<file path="src/rtl/crv_pkg.sv">
`default_nettype none

package crv_pkg;

  // Word format: signed Q3.13
  localparam int unsigned DATA_W       = 16;
  localparam int unsigned ITERATIONS   = 32;
  localparam int unsigned GAIN_STEPS   = 4;
  localparam int unsigned PHASE_IDX_W  = 5;
  localparam int unsigned GAIN_SHIFT_W = 4;
  localparam int unsigned CFG_IDX_W    = 2;
  localparam int unsigned LAST_STAGE   = ITERATIONS + GAIN_STEPS;

  // pi and pi/2, truncated to the format
  localparam logic signed [DATA_W-1:0] PI_Q      = 16'sd25735;
  localparam logic signed [DATA_W-1:0] PI_HALF_Q = 16'sd12867;

  // Configuration register indexes
  localparam logic [CFG_IDX_W-1:0] REG_GAIN_FIRST  = 2'd0;
  localparam logic [CFG_IDX_W-1:0] REG_GAIN_SECOND = 2'd1;
  localparam logic [CFG_IDX_W-1:0] REG_GAIN_THIRD  = 2'd2;
  localparam logic [CFG_IDX_W-1:0] REG_GAIN_FOURTH = 2'd3;

  localparam logic [GAIN_SHIFT_W-1:0] GAIN_FIRST_RST  = 4'd1;
  localparam logic [GAIN_SHIFT_W-1:0] GAIN_SECOND_RST = 4'd2;
  localparam logic [GAIN_SHIFT_W-1:0] GAIN_THIRD_RST  = 4'd5;
  localparam logic [GAIN_SHIFT_W-1:0] GAIN_FOURTH_RST = 4'd10;

  // Pre-rotation applied to an item; rotation mode only uses FOLD_PLUS
  typedef enum logic [1:0] {
    FOLD_NONE  = 2'd0,
    FOLD_PLUS  = 2'd1,
    FOLD_MINUS = 2'd2
  } crv_fold_e;

  typedef struct packed {
    logic                     rot;
    crv_fold_e                fold;
    logic signed [DATA_W-1:0] cx;
    logic signed [DATA_W-1:0] cy;
    logic signed [DATA_W-1:0] theta;
    logic signed [DATA_W-1:0] angle;
  } crv_stage_t;

  typedef struct packed {
    logic signed [DATA_W-1:0] first;
    logic signed [DATA_W-1:0] second;
    logic signed [DATA_W-1:0] angle;
  } crv_result_t;

  // atan(2^-k) truncated to the format
  function automatic logic signed [DATA_W-1:0] phase_of(input logic [PHASE_IDX_W-1:0] k);
    logic signed [DATA_W-1:0] ph;
    case (k)
      5'd0:    ph = 16'sd6433;
      5'd1:    ph = 16'sd3798;
      5'd2:    ph = 16'sd2006;
      5'd3:    ph = 16'sd1018;
      5'd4:    ph = 16'sd511;
      5'd5:    ph = 16'sd255;
      5'd6:    ph = 16'sd127;
      5'd7:    ph = 16'sd63;
      5'd8:    ph = 16'sd31;
      5'd9:    ph = 16'sd15;
      5'd10:   ph = 16'sd7;
      5'd11:   ph = 16'sd3;
      5'd12:   ph = 16'sd1;
      default: ph = 16'sd0;
    endcase
    return ph;
  endfunction

endpackage

`default_nettype wire

</file>
<file path="src/rtl/crv_gain.sv">
`default_nettype none

module crv_gain (
  input  wire logic                                clk_i,
  input  wire logic                                rst_ni,
  input  wire logic                                en_i,
  input  wire logic                                sub_i,
  input  wire logic [crv_pkg::GAIN_SHIFT_W-1:0]    shift_i,
  input  wire logic                                valid_i,
  input  wire crv_pkg::crv_stage_t                 stage_i,
  output logic                                     valid_o,
  output crv_pkg::crv_stage_t                      stage_o
);

  logic                              valid_q;
  crv_pkg::crv_stage_t               stage_q;
  crv_pkg::crv_stage_t               stage_d;
  logic signed [crv_pkg::DATA_W-1:0] dx;
  logic signed [crv_pkg::DATA_W-1:0] dy;

  always_comb begin
    dx       = stage_i.cx >>> shift_i;
    dy       = stage_i.cy >>> shift_i;
    stage_d  = stage_i;
    stage_d.cx = sub_i ? (stage_i.cx - dx) : (stage_i.cx + dx);
    // vectoring keeps adding on y
    stage_d.cy = (sub_i && stage_i.rot) ? (stage_i.cy - dy) : (stage_i.cy + dy);
  end

  always_ff @(posedge clk_i or negedge rst_ni) begin
    if (!rst_ni) begin
      valid_q <= 1'b0;
    end else if (en_i) begin
      valid_q <= valid_i;
    end
  end

  always_ff @(posedge clk_i) begin
    if (en_i) begin
      stage_q <= stage_d;
    end
  end

  assign valid_o = valid_q;
  assign stage_o = stage_q;

endmodule

`default_nettype wire

</file>
<file path="config.mk">
export PLATFORM = sky130hd
export DESIGN_NAME = crv_gain
export DESIGN_NICKNAME = d
export VERILOG_FILES = /design/src/rtl/crv_pkg.sv /design/src/rtl/crv_gain.sv
export SDC_FILE = /design/constraint.sdc
export NUM_CORES = 1
export LEC_CHECK = 0
export ABC_AREA = 1
export ABC_CLOCK_PERIOD_IN_PS = 1080
export BUFFER_PORTS_ARGS = -buffer_cell sky130_fd_sc_hd__clkbuf_2
export CAP_MARGIN = 10
export CORE_MARGIN = 4
export CORE_UTILIZATION = 54
export CTS_CLUSTER_DIAMETER = 30
export DETAILED_ROUTE_END_ITERATION = 7
export PLACE_DENSITY = 0.81
export SYNTH_ARGS = -nofsm -noshare
export SYNTH_HDL_FRONTEND = slang
export SYNTH_SLANG_ARGS = --single-unit
</file>
<file path="constraint.sdc">
create_clock -name clk_i -period 1.08 [get_ports clk_i]
set_clock_uncertainty 0.1 [all_clocks]
set_input_delay 0.162 -clock clk_i [delete_from_list [all_inputs] [get_ports clk_i]]
set_output_delay 0.162 -clock clk_i [all_outputs]
set_load 0.03 [all_outputs]
</file>
==> results.sh, run 1 <==
export IMPL_run_status="aborted with a tool error"
export IMPL_failing_step="clock tree synthesis"
export IMPL_stop_error="[ERROR DPL-0033] detailed placement checks failed during check placement."
export IMPL_post_synth_cell_area_avg_um2=7.448
export IMPL_initial_utilization_pct=56.00
export IMPL_synth_fp_nets=855
export IMPL_synth_area_mm2=0.005549
export IMPL_clkSinkCount=68
export IMPL_compound_gate_fraction_of_synth_area_pct=6.922
export IMPL_post_dp_hpwl_um=16270
export IMPL_synthMuxAreaShare_pct=0.2029
export IMPL_post_synthesis_sequential_area_ratio_pct=36.71
export IMPL_floorplan_die_height_um=109.4
export IMPL_synth_top_family_by_area="simple AND/OR/NAND/NOR gates"
export IMPL_synth_top_area_cell="sky130_fd_sc_hd__edfxtp_1"
export IMPL_synth_cell_type_count=36
export IMPL_netlist_area_leader_share_pct=36.26
export IMPL_synth_seq_cells=68
export IMPL_cts_buffers_inserted=9
export IMPL_synth_adder_area_share_pct=7.937
export IMPL_synth_area_top_cells="sky130_fd_sc_hd__edfxtp_1 36%, sky130_fd_sc_hd__nand2_1 18%, sky130_fd_sc_hd__nand3_1 15%, sky130_fd_sc_hd__ha_1 7.2%, sky130_fd_sc_hd__xor2_1 4.6%"
export IMPL_dp_cells=1182
export IMPL_fp_dieW_um=109.4
export IMPL_cts_setup_buffers=14
export IMPL_place_port_buffers=143
export IMPL_gp_routability_congestion=0.9279
export IMPL_holdBufCountCts=37
export IMPL_synthesis_yosys_warnings=0
export IMPL_row_count=36
export IMPL_clockRootBuffer="sky130_fd_sc_hd__clkbuf_8"
export IMPL_cts_max_level=3
export IMPL_clock_path_buffers=2
export IMPL_post_synth_inst_count=745
export IMPL_cts_repair_resize_count=246
export IMPL_simple_logic_cell_fraction_of_the_synthesized_area_pct=37.09
export IMPL_ios=144
export IMPL_synth_xor_area_share_pct=5.998
-- Yosys cell counts --
library cell,instances
sky130_fd_sc_hd__edfxtp_1,67
sky130_fd_sc_hd__nor4_1,1
sky130_fd_sc_hd__inv_1,37
sky130_fd_sc_hd__mux2_2,1
sky130_fd_sc_hd__inv_2,1
sky130_fd_sc_hd__ha_1,32
sky130_fd_sc_hd__nor3_1,1
sky130_fd_sc_hd__fa_1,2
sky130_fd_sc_hd__dfrtp_1,1
sky130_fd_sc_hd__buf_1,2
sky130_fd_sc_hd__a31oi_1,4
sky130_fd_sc_hd__buf_6,1
sky130_fd_sc_hd__o21ai_0,16
sky130_fd_sc_hd__clkbuf_1,9
sky130_fd_sc_hd__o211ai_1,1
sky130_fd_sc_hd__o21bai_4,1
sky130_fd_sc_hd__o21bai_1,1
sky130_fd_sc_hd__o2111ai_1,2
sky130_fd_sc_hd__buf_2,15
sky130_fd_sc_hd__o21ai_4,2
sky130_fd_sc_hd__o21bai_2,1
sky130_fd_sc_hd__xnor2_1,9
sky130_fd_sc_hd__nand3_2,2
sky130_fd_sc_hd__a21boi_1,1
sky130_fd_sc_hd__o21ai_2,1
sky130_fd_sc_hd__nor2_1,24
sky130_fd_sc_hd__nand2_1,263
sky130_fd_sc_hd__o21ai_1,4
sky130_fd_sc_hd__xor2_1,29
sky130_fd_sc_hd__nand4_1,18
sky130_fd_sc_hd__a21oi_1,22
sky130_fd_sc_hd__nand2_2,1
sky130_fd_sc_hd__a21boi_0,1
sky130_fd_sc_hd__nand3_1,166
sky130_fd_sc_hd__buf_4,2
sky130_fd_sc_hd__a21o_1,4
-- stage by stage --
step	setup WS (ns)	area [µm²]	setup TNS, ns
2_1_floorplan	-1.743	5811	-41.29
3_3_place_gp	-2.195	7980	-58.64
3_5_place_dp	-2.464	7980	-64.63
-- cell families after synthesis --
group | count (synthesis)
compound gates | 61
xor+xnor | 38
fa+ha+maj | 34
buf+inv | 67
flops | 68
mux | 1
simple gates | 476
==> run 2, diff against run 1 <==
- CORE_UTILIZATION: 54 -> 40
- CTS_CLUSTER_DIAMETER: 30 -> not set
- PLACE_DENSITY: 0.81 -> not set
- PLACE_DENSITY_LB_ADDON: not set -> 0.15
==> results.sh, run 2 <==
export IMPL_totalWireLength_um=26780
export IMPL_vdd_ir_drop_worst_v=0.0008320
export IMPL_period_needed_ns=2.936
export IMPL_routed_via_count=7433
export IMPL_synth_edff_count=67
export IMPL_power_mw=14.85
export IMPL_leakage_nw=5.153
export IMPL_timing_critical_path_to_type="flop"
export IMPL_worst_r2r_setup_slack_ns=0.12
export IMPL_post_synth_cell_area_avg_um2=7.448
export IMPL_pwr_share_comb_pct=55.7
export IMPL_global_route_usage_total_pct=27.67
export IMPL_cts_max_level=3
export IMPL_netlist_area_leader_share_pct=36.26
export IMPL_drt_iter0_drc=803
export IMPL_floorplan_core_area_mm2=0.01340
export IMPL_period_share_pct=271.9
export IMPL_drc=0
export IMPL_synth_main_ff_cell="sky130_fd_sc_hd__edfxtp_1"
export IMPL_clkSinkCount=68
export IMPL_post_synth_inst_count=745
export IMPL_first_pass_iters=8
export IMPL_cellInternalPower_mw=8.956
export IMPL_setup_viol_count_final=100
export IMPL_synth_seq_cells=68
export IMPL_critPathArrivalTime_ns=2.94
export IMPL_synth_fp_nets=855
export IMPL_power_switching_share_pct=39.68
export IMPL_worstMarginPinSlew_ns=0.2732
export IMPL_report_final_slew_viol_count=0
export IMPL_violated_checks="negative setup slack"
export IMPL_grt_first_pass_wirelength_um=35740
export IMPL_post_detailed_route_wirelength_per_cell_um=20.24
export IMPL_layout_common_cells="209 x sky130_fd_sc_hd__buf_4, 176 x sky130_fd_sc_hd__nand2_1, 107 x sky130_fd_sc_hd__nand3_1"
export IMPL_row_count=42
export IMPL_place_port_buffers=143
export IMPL_power_density_cell_area_mw_per_mm2=1365
export IMPL_grt_pass1_vias=6817
export IMPL_fp_dieArea_mm2=0.01582
export IMPL_synth_top_cells_by_count="263 x sky130_fd_sc_hd__nand2_1, 166 x sky130_fd_sc_hd__nand3_1, 67 x sky130_fd_sc_hd__edfxtp_1"
export IMPL_hold_viol=0
export IMPL_floorplan_die_height_um=125.8
export IMPL_run_status="finished with violations"
export IMPL_synth_top_area_cell="sky130_fd_sc_hd__edfxtp_1"
export IMPL_initial_utilization_pct=41.41
export IMPL_layout_area_overhead_vs_synth_pct=96.03
export IMPL_criticalPathCategory="input pin to flop"
export IMPL_clkLatencyLatePin_ns=0.34
export IMPL_async_reset_ff_share_pct=1.471
export IMPL_setup_slack_ns=-1.856
export IMPL_max_freq_mhz=340.6
export IMPL_worstHoldPathType="input pin to asynchronous set/reset pin"
export IMPL_insertedDiodeCount=0
export IMPL_clockRootBuffer="sky130_fd_sc_hd__clkbuf_16"
export IMPL_post_synthesis_sequential_area_ratio_pct=36.71
export IMPL_synth_area_mm2=0.005549
export IMPL_gp_routability_congestion=0.9314
export IMPL_cp_data_required_time_ns=1.09
export IMPL_synthesis_yosys_warnings=0
export IMPL_clk_pin_slew_ns=0.06
export IMPL_clock_path_buffers=2
export IMPL_initial_antenna_violation_count=0
export IMPL_fp_dieW_um=125.8
export IMPL_nNetsFinal=1252
export IMPL_antenna_violating_nets_post_route=0
export IMPL_post_dp_hpwl_um=15600
export IMPL_mostFrequentLayoutCell="sky130_fd_sc_hd__buf_4"
export IMPL_share_clk_of_total_power_pct=18.8
export IMPL_worstPathMaxFanout=21
export IMPL_globalRouteOverflowTotal=0
export IMPL_synth_area_top_cells="sky130_fd_sc_hd__edfxtp_1 36%, sky130_fd_sc_hd__nand2_1 18%, sky130_fd_sc_hd__nand3_1 15%, sky130_fd_sc_hd__ha_1 7.2%, sky130_fd_sc_hd__xor2_1 4.6%"
export IMPL_setup_tns_ns=-55.64
export IMPL_cts_buffers_inserted=9
export IMPL_slew_headroom_pct=81.59
export IMPL_cap_violations=0
export IMPL_total_net_switching_power_mw=5.891
export IMPL_setup_repair_after_global_routing_missed_its_margin="yes"
export IMPL_grt_start_max_net_pins=36
export IMPL_p_seq_share_pct=25.5
export IMPL_synth_cell_type_count=36
export IMPL_crit_path_start_kind="input pin"
export IMPL_tritoncts="built"
export IMPL_most_frequent_cell_after_synthesis="sky130_fd_sc_hd__nand2_1"
export IMPL_routed_via_density=5.618
export IMPL_largest_register_ff_count=67
export IMPL_layout_drive_gt1_share_pct=55.01
export IMPL_ios=144
[run 2: layout make-up]
type | count | area [µm²]
Clock buffer | 11 | 232.7
Tap cell | 176 | 220.2
Inverter | 38 | 177.7
Sequential cell | 68 | 2037
Clock inverter | 5 | 30.03
Multi-Input combinational cell | 610 | 4469
Timing Repair Buffer | 415 | 3711
Fill cell | 801 | 2522
[run 2: path summary, 6_finish.rpt]
| kind | start | endpoint | depth (start not counted) |
|---|---|---|---|
| setup reg to reg | valid_o | valid_o | 1 |
| hold / removal | rst_ni | valid_o | 2 |
| max in group asynchronous | rst_ni | valid_o | 2 |
| setup / recovery | shift_i[0] | stage_o[63] | 23 |
| hold reg to reg | valid_o | valid_o | 1 |
| min in group clk_i | en_i | valid_o | 2 |
[run 2: logic make-up after synthesis]
kind of cell | after synthesis | synth area share (%)
AO/OA/AOI/OAI | 61 | 6.923
buffers and inverters | 67 | 5.141
AND/OR/NAND/NOR | 476 | 37.09
multiplexers | 1 | 0.2029
flip-flops | 68 | 36.71
XOR/XNOR | 38 | 5.998
adder cells (fa/ha/maj) | 34 | 7.937
[run 2: power groups by stage]
stage                     clock [mW]  sequential (mW)  combinational (mW)
after floorplan                    0             4.60                2.40
final                           2.79             3.79                8.26
after global routing            2.89             3.81                8.64
after detailed placement           0             3.70                5.70
after global placement             0             3.67                5.59
after CTS                       2.65             3.71                7.12
[run 2: worst max-delay path, cell delays in order]
cell                        delay [ns]
sky130_fd_sc_hd__clkbuf_16        0.16
sky130_fd_sc_hd__inv_16           0.07
sky130_fd_sc_hd__buf_4            0.16
sky130_fd_sc_hd__nand2_1          0.11
sky130_fd_sc_hd__nand3_2          0.09
sky130_fd_sc_hd__nand3_2          0.08
sky130_fd_sc_hd__nand3_2          0.10
sky130_fd_sc_hd__nand2_2          0.10
sky130_fd_sc_hd__ha_4             0.17
sky130_fd_sc_hd__inv_4            0.04
sky130_fd_sc_hd__nor2_4           0.10
sky130_fd_sc_hd__nand2_2          0.07
sky130_fd_sc_hd__nand2_4          0.12
sky130_fd_sc_hd__xor2_4           0.20
sky130_fd_sc_hd__ha_4             0.24
sky130_fd_sc_hd__a21oi_2          0.16
sky130_fd_sc_hd__o21ai_1          0.10
sky130_fd_sc_hd__nand2_1          0.07
sky130_fd_sc_hd__nand4_1          0.24
sky130_fd_sc_hd__a21oi_2          0.23
sky130_fd_sc_hd__inv_1            0.05
sky130_fd_sc_hd__nand2_1          0.06
sky130_fd_sc_hd__nand2_1          0.04
[run 2: per-stage QoR]
step | worst slack [ns] | cells | cell area [µm²] | hold WS, ns | utilization (%)
after floorplan | -1.743 | 745 | 5811 | -0.2336 | -
after global placement | -2.244 | 1233 | 8107 | -0.1636 | 60.49
after detailed placement | -2.314 | 1233 | 8107 | -0.1594 | 60.49
after CTS | -1.676 | 1310 | 10200 | 0.03574 | 76.13
after global routing | -2.009 | 1323 | 10880 | 0.08533 | 81.18
final | -1.856 | 1323 | 10880 | 0.07175 | 81.18
[run 2: what timing repair did]
action                                 in CTS  in global routing
buffers inserted                           21                 15
hold buffers                               37                  0
gates cloned                                3                  0
pin swaps                                  49                 34
endpoints found under the hold margin      37                  0
setup endpoints to repair                 100                100
gates resized for setup                   271                158
[run 2: metal layers]
metal  part of all wire, %  GRT usage, %  up-vias
met3                   8.2         3.726       90
met1                    40         37.76     3473
met2                    49         47.23      496
met5                     0             0        -
met4                   3.1         5.868        0
li1                      -             -     3374
Power figures use the tool's default switching activity.
