===== config.mk =====
export PLATFORM = sky130hd
export DESIGN_NAME = crv_iter
export DESIGN_NICKNAME = d
export VERILOG_FILES = /design/src/rtl/crv_pkg.sv /design/src/rtl/crv_iter.sv
export SDC_FILE = /design/constraint.sdc
export NUM_CORES = 1
export LEC_CHECK = 0
export BUFFER_PORTS_ARGS = -buffer_cell sky130_fd_sc_hd__clkbuf_2
export CAP_MARGIN = 20
export CORE_ASPECT_RATIO = 1.5
export CORE_MARGIN = 3
export CORE_UTILIZATION = 33
export DETAILED_ROUTE_END_ITERATION = 8
export PLACE_DENSITY_LB_ADDON = 0.08
export SLEW_MARGIN = 20
export SYNTH_ARGS = -nofsm -noshare
export SYNTH_HDL_FRONTEND = slang
export SYNTH_SLANG_ARGS = --single-unit

===== constraint.sdc =====
create_clock -name clk_i -period 1.8 [get_ports clk_i]
set_input_delay 0.36 -clock clk_i [delete_from_list [all_inputs] [get_ports clk_i]]
set_output_delay 0.36 -clock clk_i [all_outputs]
set_load 0.01 [all_outputs]

===== src/rtl/crv_pkg.sv =====
`default_nettype none

package crv_pkg;

  // Word format: signed Q3.13
  localparam int unsigned DATA_W       = 16;
  localparam int unsigned ITERATIONS   = 32;
  localparam int unsigned GAIN_STEPS   = 4;
  localparam int unsigned PHASE_IDX_W  = 5;
  localparam int unsigned GAIN_SHIFT_W = 4;
  localparam int unsigned CFG_IDX_W    = 2;
  localparam int unsigned LAST_STAGE   = ITERATIONS + GAIN_STEPS;

  // pi and pi/2, truncated to the format
  localparam logic signed [DATA_W-1:0] PI_Q      = 16'sd25735;
  localparam logic signed [DATA_W-1:0] PI_HALF_Q = 16'sd12867;

  // Configuration register indexes
  localparam logic [CFG_IDX_W-1:0] REG_GAIN_FIRST  = 2'd0;
  localparam logic [CFG_IDX_W-1:0] REG_GAIN_SECOND = 2'd1;
  localparam logic [CFG_IDX_W-1:0] REG_GAIN_THIRD  = 2'd2;
  localparam logic [CFG_IDX_W-1:0] REG_GAIN_FOURTH = 2'd3;

  localparam logic [GAIN_SHIFT_W-1:0] GAIN_FIRST_RST  = 4'd1;
  localparam logic [GAIN_SHIFT_W-1:0] GAIN_SECOND_RST = 4'd2;
  localparam logic [GAIN_SHIFT_W-1:0] GAIN_THIRD_RST  = 4'd5;
  localparam logic [GAIN_SHIFT_W-1:0] GAIN_FOURTH_RST = 4'd10;

  // Pre-rotation applied to an item; rotation mode only uses FOLD_PLUS
  typedef enum logic [1:0] {
    FOLD_NONE  = 2'd0,
    FOLD_PLUS  = 2'd1,
    FOLD_MINUS = 2'd2
  } crv_fold_e;

  typedef struct packed {
    logic                     rot;
    crv_fold_e                fold;
    logic signed [DATA_W-1:0] cx;
    logic signed [DATA_W-1:0] cy;
    logic signed [DATA_W-1:0] theta;
    logic signed [DATA_W-1:0] angle;
  } crv_stage_t;

  typedef struct packed {
    logic signed [DATA_W-1:0] first;
    logic signed [DATA_W-1:0] second;
    logic signed [DATA_W-1:0] angle;
  } crv_result_t;

  // atan(2^-k) truncated to the format
  function automatic logic signed [DATA_W-1:0] phase_of(input logic [PHASE_IDX_W-1:0] k);
    logic signed [DATA_W-1:0] ph;
    case (k)
      5'd0:    ph = 16'sd6433;
      5'd1:    ph = 16'sd3798;
      5'd2:    ph = 16'sd2006;
      5'd3:    ph = 16'sd1018;
      5'd4:    ph = 16'sd511;
      5'd5:    ph = 16'sd255;
      5'd6:    ph = 16'sd127;
      5'd7:    ph = 16'sd63;
      5'd8:    ph = 16'sd31;
      5'd9:    ph = 16'sd15;
      5'd10:   ph = 16'sd7;
      5'd11:   ph = 16'sd3;
      5'd12:   ph = 16'sd1;
      default: ph = 16'sd0;
    endcase
    return ph;
  endfunction

endpackage

`default_nettype wire


===== src/rtl/crv_iter.sv =====
`default_nettype none

module crv_iter (
  input  wire logic                                    clk_i,
  input  wire logic                                    rst_ni,
  input  wire logic                                    en_i,
  input  wire logic [crv_pkg::PHASE_IDX_W-1:0]         shift_i,
  input  wire logic signed [crv_pkg::DATA_W-1:0]       phase_i,
  input  wire logic                                    valid_i,
  input  wire crv_pkg::crv_stage_t                     stage_i,
  output logic                                         valid_o,
  output crv_pkg::crv_stage_t                          stage_o
);

  logic                            valid_q;
  crv_pkg::crv_stage_t             stage_q;
  crv_pkg::crv_stage_t             stage_d;
  logic signed [crv_pkg::DATA_W-1:0] dx;
  logic signed [crv_pkg::DATA_W-1:0] dy;
  logic                            up;

  always_comb begin
    dx      = stage_i.cy >>> shift_i;
    dy      = stage_i.cx >>> shift_i;
    // turn counterclockwise while behind the target angle, or while y is negative
    up      = stage_i.rot ? ($signed(stage_i.theta) < $signed(stage_i.angle))
                          : stage_i.cy[crv_pkg::DATA_W-1];
    stage_d = stage_i;
    if (up) begin
      stage_d.cx    = stage_i.cx - dx;
      stage_d.cy    = stage_i.cy + dy;
      stage_d.theta = stage_i.theta + phase_i;
    end else begin
      stage_d.cx    = stage_i.cx + dx;
      stage_d.cy    = stage_i.cy - dy;
      stage_d.theta = stage_i.theta - phase_i;
    end
  end

  always_ff @(posedge clk_i or negedge rst_ni) begin
    if (!rst_ni) begin
      valid_q <= 1'b0;
    end else if (en_i) begin
      valid_q <= valid_i;
    end
  end

  always_ff @(posedge clk_i) begin
    if (en_i) begin
      stage_q <= stage_d;
    end
  end

  assign valid_o = valid_q;
  assign stage_o = stage_q;

endmodule

`default_nettype wire


=== Word level (Yosys, flattened, before mapping) ===
Cells that the tools add are included.

* Add/subtract/negate cells: 6
* $lt $le $gt $ge: 1
* Shift-type cells: 2
* Muxes and demuxes: 2

{| class="wikitable"
|+ Operator list
! kind !! number
|-
| adder 16 bit || 3
|-
| two-way mux 48 bit || 1
|-
| subtractor 16 bit || 3
|-
| >>> shifter 16 x 5 -> 16 bit || 2
|-
| < comparator 16 bit || 1
|-
| two-way mux 1 bit || 1
|}

* Flip-flop bits (word level): 68
* Bits of input ports: 92
* Output and inout port bits: 68
* Word-level logic and storage cells: 18

=== Longest topological paths before layout ===
Gate-level depths: netlist of the first run.

* Depth after elaboration: 3
* Mapped depth: 21
* Mapped depth without buffers: 19

=== Worst setup path after synthesis of the first run ===
OpenSTA, ideal clock, no wires.

* Path type: input to register
* From: input stage_i[1] (netlist bit)
* To: register stage_q (netlist bit stage_o[63]) (data pin)
* Setup time: 0.269 ns
* Arrival time: 4.412 ns
* Data required time: 1.531 ns
* Path slack: -2.882 ns
* Stages on the path: 19
* Buffers on the path: 2
* Path through: inv_1 ha_1 a2111oi_0 o31ai_1 a221oi_1 o221ai_1 clkbuf_1 clkbuf_1 o21ai_0 inv_1 ha_1 nor2b_1 o31a_1 o21a_1 o211a_1 o21a_1 o21a_1 o41ai_1 xor3_1

{| class="wikitable"
|+ RTL lines
! what !! line !! RTL
|-
| start: declaration || crv_iter.sv:10 || <nowiki>input wire crv_pkg::crv_stage_t stage_i,</nowiki>
|-
| end signal: assignment || crv_iter.sv:50 || <nowiki>stage_q <= stage_d;</nowiki>
|-
| end: declaration || crv_iter.sv:16 || <nowiki>crv_pkg::crv_stage_t stage_q;</nowiki>
|}

==> impl_results.md, run 1 <==
- Max VDD drop: 457.5 µV
- Leak pwr: 5.418 nW
- Power Density: about 830 mW/mm²
- Pin count of the biggest net entering global routing: 25
- # rows: 66
- Share of cells above drive strength 1: 53.93%
- DRT iter0 DRCs: 472
- Avg Cell Area, Syn: 9.811 µm²
- Endpoints failing setup: 47
- H-tree depth: 3
- Worst r2r src: valid_o
- Top FF cell, synth: edfxtp_1
- Violated checks: negative setup slack
- Hold Path End: stage_o[64]
- Pre-Repair DR Iteration Count: 5
- Vias in the first global route: 7756
- Critical path peak fanout: 8
- Clk Tree Root Cell: clkbuf_16
- CP startpoint: shift_i[0]
- NumNets Final: about 1400
- Async SR Flop Fraction: 1.471%
- Clk buf depth: 2
- Global-route wire length before repair: 38.65 mm
- GPL Wtd Cong: 0.8657
- Post-synth EDFFs: 67
- Vias: 7504
- Core ar.: about 0.022 mm²
- Via density: 5.067
- Post-DP HPWL: between 20 and 25 mm
- Final count of hold timing violations: 0
- Worst EP arrival: roughly 4.3 ns
- Port Buffers: approximately 160
- Fmax achieved: between 0.2 and 0.25 GHz
- Register-to-register setup slack: between 1 and 1.5 ns
- Total track usage: 20.41%
- Switching power: around 3.4 mW
- DP Area: around 0.011 mm²
- Setup_tns: -77.89 ns
- I/O pins: 160
- Initial Util: 33.56%
- Setup Crit Path Kind: in2reg
- Sw frac: approximately a third
- RSZ-0062 raised after global routing: true
- Maxcap violations: 0
- Hold path startpoint: stage_i[64]
- Rel. slew slack: 63.65%
- Status: finished, violations left
- DIE WIDTH: 127.4 µm
- Die height: 188.0 µm
- R2R depth: 1
- # diodes: 0
- R2r endpoint: valid_o
- CP startpoint kind: primary input
- Antenna violations before repair: 0
- TritonCTS clock tree: yes
- Mapped Area: between 0.007 and 0.008 mm²
- Crit path time final: 4.217 ns
- WL/cell: around 17 µm
- Clock Latency Late Sink: between 0.3 and 0.4 ns
- Data required time of the worst path: ~1.9 ns
- DRC: 0
- Antenna Nets Post-Route: 0
- Clk network pwr share: about a fifth
- Most common cell after layout, fill and taps aside: buf_4
- Worst Hold Depth: 1
- Layout area overhead: 63.17%
- Clock sink total: 68
- Synth cell types: 78
- Count of final max-slew check failures: 0
- Fin Clk Skew: 0 ns
- Yosys reg bits: slightly below 70
- Combinational share of power: a little under three fifths
- Clock Pin Slew Worst Setup and Hold Paths: 0.06 ns
- CTS buffer count: 9
- Final Non-Filler Cells: 1481
- Final worst-path setup slack: -2.417 ns
- HP Class: in2reg
- Routed WL: 25.14 mm
- Die Area: 0.02395 mm²
- Most frequent cells in the layout: buf_4 (287), clkbuf_2 (153), edfxtp_1 (67)
- Synth Instances: 743
- Syn nets: approximately 900
- Post-route clock period utilization: 234.3%
- Worst Max-Slew Pin Slew: 0.5368 ns
- Internal cell power: 6.478 mW
- Seq pwr share: 24.0%
- CP endpoint kind: register
- Design area: 0.01189 mm²
- Dpl cells: 1432
- Syn. warnings: 0
- Register area share after synthesis: roughly 28%
- Total gr overflow: 0
- # fillers: 1985
## cell families (layout without fill, tap and decap cells)
kind of cell	Yosys count	after routing	share of synthesized area [%]
XOR/XNOR	79	79	9.698
AND/OR/NAND/NOR	225	225	15.05
adder cells (fa/ha/maj)	68	68	11.98
flip-flops	68	68	27.94
buffers and inverters	68	534	5.115
AO/OA/AOI/OAI	180	180	16.39
multiplexers	55	55	13.82
## flip-flops by register name, summed over array words and instances (netlist names)
name / cells
valid_o: 1
stage_o: 67
## worst max-delay path by stage
stage,to,cells past startpoint
CTS,stage_o[63],20
global placement,stage_o[63],17
floorplan,stage_o[63],17
global route,stage_o[63],17
finish,stage_o[63],16
detailed placement,stage_o[63],17
## layer usage
metal / GRT usage, % / part of all wire (%) / vias up
li1: - / - / 3727
met1: 21.96 / 38 / 3543
met2: 40.14 / 56 / 191
met3: 1.966 / 3.3 / 43
met4: 7.391 / 3.1 / 0
met5: 0 / 0 / -
## critical path, stage by stage
cell and delay [ns]:
clkbuf_16 0.13, mux4_2 0.51, a222oi_1 0.45, o31ai_4 0.17, nor3_4 0.26, a31oi_1 0.13, xnor2_1 0.20, ha_1 0.29
a21o_1 0.18, or3_1 0.31, o21a_1 0.20, o211a_1 0.24, o21a_1 0.18, o21a_1 0.20, o41ai_2 0.21, xor3_1 0.26
## what timing repair did
item                                    4_1_cts  5_1_grt
buffers inserted                             27       20
hold buffers                                  1        0
endpoints found under the setup margin       47       47
resized for setup                            73       60
cloned                                        2        0
pin swaps                                    32       45
hold endpoints to repair                      1        0
## synth_stat cells, drive strengths merged, types with 8 or more instances
cell type | number | share of area, %
mux4 | 33 | 11
xnor2 | 59 | 7.1
nand4 | 8 | 0.77
ha | 65 | 11
xor2 | 19 | 2.3
inv | 36 | 1.9
o21a | 9 | 0.93
o31ai | 8 | 0.82
or3 | 13 | 1.1
nor2 | 64 | 3.3
a21oi | 47 | 3.2
mux2 | 8 | 1.2
edfxtp | 67 | 28
mux2i | 14 | 1.9
clkbuf | 8 | 0.41
nor3 | 20 | 1.5
nand2b | 14 | 1.2
nand2 | 62 | 3.2
buf | 21 | 2.6
o21ai | 37 | 2.5
a21o | 12 | 1.2
nand3 | 11 | 0.76
## power by group through the flow
stage	sequential, mW	clock (mW)	combinational (mW)
4_1_cts	2.39	1.99	5.39
3_3_place_gp	2.41	0	4.90
2_1_floorplan	2.64	0	2.55
5_1_grt	2.42	2.05	6.12
3_5_place_dp	2.43	0	4.92
6_report	2.39	1.92	5.62
## through the flow
stage	setup slack [ns]	hold WS, ns	util, %	total power [mW]
after floorplan	-2.427	0.06441	-	5.188
after global placement	-2.853	0.1359	49.25	7.315
after detailed placement	-2.898	0.1366	49.25	7.351
after CTS	-2.388	0.1802	53.30	9.768
after global routing	-2.621	0.1807	54.76	10.59
final	-2.417	0.1975	54.76	9.926
## cell type report
class                           instances  area (µm²)  share of cell area, %
Tap cell                              272       340.3                  2.861
Timing Repair Buffer                  480        3495                  29.38
Sequential cell                        68        2037                  17.13
Clock buffer                            9       225.2                  1.894
Inverter                               38       147.6                  1.241
Clock inverter                          7       91.34                 0.7679
Multi-Input combinational cell        607        5558                  46.73
Power figures use the tool's default switching activity.
==> run 2, diff against run 1 <==
Settings changed: BUFFER_PORTS_ARGS -buffer_cell sky130_fd_sc_hd__clkbuf_2 to default, DONT_BUFFER_PORTS from default to 1.
Clock period 1.8 ns to 3.9 ns, I/O delays scaled along.
==> impl_results.md, run 2 (synthesized netlist as in run 1, its figures left out) <==
- Status: finished, violations left
- Violated checks: negative setup slack
- Vias in the first global route: about 7000
- Layout area overhead: 40.83%
- Most common cell after layout, fill and taps aside: buf_4
- Port Buffers: 0
- Clock sink total: 68
- Worst EP arrival: about 4.6 ns
- Fin Clk Skew: 0 ns
- Pin count of the biggest net entering global routing: 69
- Post-DP HPWL: approximately 20 mm
- Clk buf depth: 2
- Final Non-Filler Cells: between 1000 and 1500
- Setup Crit Path Kind: in2reg
- Largest register FFs: 67
- HP Class: in2async
- NumNets Final: 1099
- CP endpoint kind: register
- Final worst-path setup slack: -0.5784 ns
- GPL Wtd Cong: between 0.8 and 0.9
- Endpoints failing setup: 23
- Clk Tree Root Cell: clkbuf_16
- Leak pwr: 4.232 nW
- Fmax achieved: 0.2233 GHz
- Global-route wire length before repair: around 39 mm
- Power Density: about 410 mW/mm²
- Pre-Repair DR Iteration Count: 4
- Via density: 5.471
- Clock Latency Late Sink: 0.33 ns
- Data required time of the worst path: 3.99 ns
- Dpl cells: 1156
- TritonCTS clock tree: yes
- Switching power: around 1.4 mW
- Combinational share of power: between 50% and 60%
- I/O pins: 160
- Share of cells above drive strength 1: 42.90%
- Setup_tns: -6.161 ns
- R2r endpoint: valid_o
- Most frequent cells in the layout: buf_4 (192), edfxtp_1 (67), nor2_1 (55)
- DIE WIDTH: roughly 130 µm
- Critical path peak fanout: 45
- Die height: 188.0 µm
- Crit path time final: about 4.5 ns
- Die Area: approximately 0.024 mm²
- Post-route clock period utilization: 114.8%
- Antenna Nets Post-Route: 0
- Initial Util: around 34%
- Clock Pin Slew Worst Setup and Hold Paths: 0.07 ns
- Worst hold slack: 0.1390 ns
- Max VDD drop: 212.6 µV
- CP startpoint: shift_i[0]
- Core ar.: ~0.022 mm²
- Worst Max-Slew Pin Slew: 0.8451 ns
- CTS buffer count: 9
- Design area: around 0.01 mm²
- Rel. slew slack: 43.23%
- Count of final max-slew check failures: 0
- Power, Total: 4.254 mW
- Maxcap violations: 0
- Sw frac: 33.92%
- Total track usage: 20.66%
- Internal cell power: 2.812 mW
- H-tree depth: 3
- Vias: between 6000 and 7000
- Crit path to: stage_o[63]
- Seq pwr share: 29.2%
- # rows: 66
- WL/cell: 20.59 µm
- DP Area: 0.008881 mm²
- Antenna violations before repair: 0
- CP startpoint kind: primary input
- Routed WL: 25.04 mm
- DRT iter0 DRCs: around 240
- Worst r2r src: valid_o
- RSZ-0062 raised after global routing: true
- Total gr overflow: 0
- # diodes: 0
- R2R depth: 1
- Clk network pwr share: 19.8%
- Register-to-register setup slack: 3.10 ns
- Final count of hold timing violations: 0
- DRC: 0
-- run 2: cell types whose count changed in the layout (fill, tap and decap cells not counted), sizes merged --
cell and delta:
bufinv -1, buf -109, dlygate4sd3 -1, clkbuf -149, clkinv -3, clkinvlp -1, bufbuf -1
-- run 2: layout make-up --
type	instances	area [µm²]
clock buffers	14	264.0
clock inverters	2	35.03
fillers	2017	11450
inverters	38	147.6
multi-input cells	607	5682
flip-flops and latches	68	2037
well taps	272	340.3
repair buffers	215	1760
-- run 2: metrics by stage --
stage	worst slack (ns)	utilization, %
global placement	-1.015	40.89
floorplan	-0.7469	-
global route	-0.7943	47.27
CTS	-0.5401	44.49
detailed placement	-1.091	40.89
finish	-0.5784	47.27
-- run 2: worst min-delay path by stage --
stage,startpoint,endpoint,depth (start not counted)
6_report,rst_ni,valid_o,0
5_1_grt,rst_ni,valid_o,0
4_1_cts,rst_ni,valid_o,0
3_5_place_dp,rst_ni,valid_o,0
3_3_place_gp,rst_ni,valid_o,0
2_1_floorplan,rst_ni,valid_o,0
-- run 2: power groups by stage --
| stage | Clock, mW | Sequential, mW | Combinational [mW] |
|---|---|---|---|
| finish | 0.844 | 1.24 | 2.17 |
| floorplan | 0 | 1.22 | 1.13 |
| global placement | 0 | 1.26 | 1.74 |
| global route | 0.900 | 1.26 | 2.38 |
| detailed placement | 0 | 1.27 | 1.76 |
| CTS | 0.870 | 1.25 | 1.97 |
-- run 2: timing repair --
action / CTS / global route
hold buffers: 0 / 0
cloned: 0 / 1
endpoints found under the hold margin: 0 / 0
pin swaps: 32 / 70
resized for setup: 59 / 98
setup endpoints to repair: 28 / 27
setup buffers: 39 / 27
-- run 2: per-layer routing --
layer,track usage (%),wire (µm)
met5,0,0
met4,9.166,1076
met3,3.990,1142
met2,37.81,13360
met1,22.73,9458
-- run 2: worst max-delay path: stages --
cell and delay (ns):
mux4_2 0.52, a222oi_1 0.39, o31ai_2 0.20, nor3_2 0.26, a31oi_1 0.16, xnor2_1 0.15, ha_1 0.33, a21o_1 0.18
or3_1 0.30, o21a_1 0.20, o211a_1 0.24, o21a_1 0.18, o21a_1 0.19, o41ai_2 0.22, xor3_1 0.26
==> run 3, diff against run 2 <==
Settings changed: RECOVER_POWER from default to 100.
==> impl_results.md, run 3 (synthesized netlist as in run 1, its figures left out) <==
- Status: finished, violations left
- Violated checks: negative setup slack
- Total track usage: 20.66%
- Max VDD drop: between 200 and 250 µV
- Most common cell after layout, fill and taps aside: buf_4
- Cts hold-fix bufs: 0
- Fmax achieved: 0.2217 GHz
- Die Area: 0.02395 mm²
- H-tree depth: 3
- Power Density: 413.5 mW/mm²
- Setup Crit Path Kind: in2reg
- Initial Util: 33.56%
- Routed WL: 25.05 mm
- Worst hold slack: 0.1395 ns
- Global-route wire length before repair: 38.72 mm
- Vias in the first global route: 7032
- Final worst-path setup slack: -0.6103 ns
- Final count of hold timing violations: 0
- CP max stage delay: ~0.37 ns
- Post-route clock period utilization: 115.6%
- Worst Max-Slew Pin Slew: approximately 0.84 ns
- Clk buf depth: 2
- # rows: 66
- Clock Latency Late Sink: 0.33 ns
- Fin Clk Skew: 0 ns
- Endpoints failing setup: 24
- Count of final max-slew check failures: 0
- Antenna violations before repair: 0
- Clk Tree Root Cell: clkbuf_16
- NumNets Final: 1099
- # diodes: 0
- I/O pins: 160
- Maxcap violations: 0
- Critical path peak fanout: 5
- Pre-CTS setup slack: -1.091 ns
- Clock sink total: 68
- WL/cell: 20.60 µm
- Worst EP arrival: 4.59 ns
- RSZ-0062 raised after global routing: true
- Largest register FFs: 67
- CP endpoint kind: register
- Pin count of the biggest net entering global routing: 69
- Crit-path slowest cell: fa_2
- Port Buffers: 0
- Most common cell on crit path: buf_6
- Share of cells above drive strength 1: between 40% and 50%
- CTS buffer count: 9
- Data required time of the worst path: 3.98 ns
- Via density: 5.484
- Total gr overflow: 0
- GPL Wtd Cong: around 0.86
- DRT iter0 DRCs: about 250
- Crit path cell chain: ha_4 > a2111oi_4 > o31ai_4 > a221oi_2 > o221ai_4 > buf_6 > buf_6 > buf_6 > buf_6 > buf_6 > nand2_4 > o21ai_4 > fa_2 > a21o_1 > a21oi_1 > o21bai_1 > a31oi_1 > buf_4 > o211ai_1 > a31o_2 > a21oi_2 > xnor2_1
- DIE WIDTH: 127.4 µm
- Pre-Repair DR Iteration Count: 5
- CP startpoint kind: primary input
- Layout area overhead: 39.98%
- Antenna Nets Post-Route: 0
- Most frequent cells in the layout: buf_4 (190), edfxtp_1 (67), nor2_1 (55)
- Leak pwr: 4.211 nW
- TritonCTS clock tree: yes
- Core ar.: approximately 0.022 mm²
- Rel. slew slack: 43.81%
- Post-DP HPWL: 19.69 mm
- Vias: about 6700
- Die height: 188.0 µm
- DRC: 0
- Crit path time final: roughly 4.5 ns
- Clock Pin Slew Worst Setup and Hold Paths: approximately 0.050 ns
- HP Class: in2async
## run 3: cell count changes in the layout (fill, tap and decap cells not counted), moves of 2 or more
| cell | change |
|---|---|
| a21oi_1 | +2 |
| a21oi_2 | -2 |
| clkbuf_1 | +2 |
| buf_4 | -2 |
## run 3: routing by layer
metal	up-vias	GRT usage, %	routed length, µm
met3	47	3.990	1214
li1	3198	-	-
met2	191	37.81	13430
met4	0	9.166	1065
met1	3233	22.73	9342
met5	-	0	0
## run 3: final cells by class
| cell class | count | area [µm²] |
|---|---|---|
| fill | 2024 | 11510 |
| multi-input combinational | 607 | 5639 |
| sequential | 68 | 2037 |
| timing repair buffer | 215 | 1740 |
| tap | 272 | 340.3 |
| clock buffer | 14 | 264.0 |
| inverter | 38 | 147.6 |
| clock inverter | 2 | 35.03 |
## run 3: critical path: cells and delay by family
kind,cells,cell delay [ns]
buf+inv,6,0.72
compound gates,12,2.32
xor+xnor,1,0.08
fa+ha+maj,2,0.59
simple gates,1,0.06
## run 3: metrics by stage
step / cells / setup TNS (ns) / power, mW / utilization (%) / instance area [µm²]
2_1_floorplan: 743 / -3.747 / 2.351 / - / 7512
3_3_place_gp: 1156 / -19.64 / 3.001 / 40.89 / 8881
3_5_place_dp: 1156 / -20.40 / 3.022 / 40.89 / 8881
4_1_cts: 1205 / -3.808 / 4.088 / 44.49 / 9662
5_1_grt: 1216 / -11.90 / 4.508 / 46.98 / 10200
6_report: 1216 / -6.927 / 4.219 / 46.98 / 10200
## run 3: timing repair
action	4_1_cts	5_1_grt
buffers inserted	39	27
gates cloned	0	1
setup endpoints to repair	28	27
gates resized for setup	59	98
pin swaps	32	70
## run 3: final timing paths
path | startpoint | endpoint | slack [ns] | cells after the start
max reg2reg | valid_o | valid_o | 3.10 | 1
min in group clk_i | stage_i[6] | stage_o[6] | 0.53 | 0
max | stage_i[17] | stage_o[30] | -0.61 | 22
min reg2reg | valid_o | valid_o | 0.59 | 1
min | rst_ni | valid_o | 0.14 | 0
max in group asynchronous | rst_ni | valid_o | 3.69 | 0
## run 3: power breakdown
part | total [mW] | switching [mW] | internal, mW
combinational | 2.13 | 0.948 | 1.19
sequential | 1.24 | 0.170 | 1.07
clock | 0.844 | 0.314 | 0.530
total | 4.22 | 1.43 | 2.79
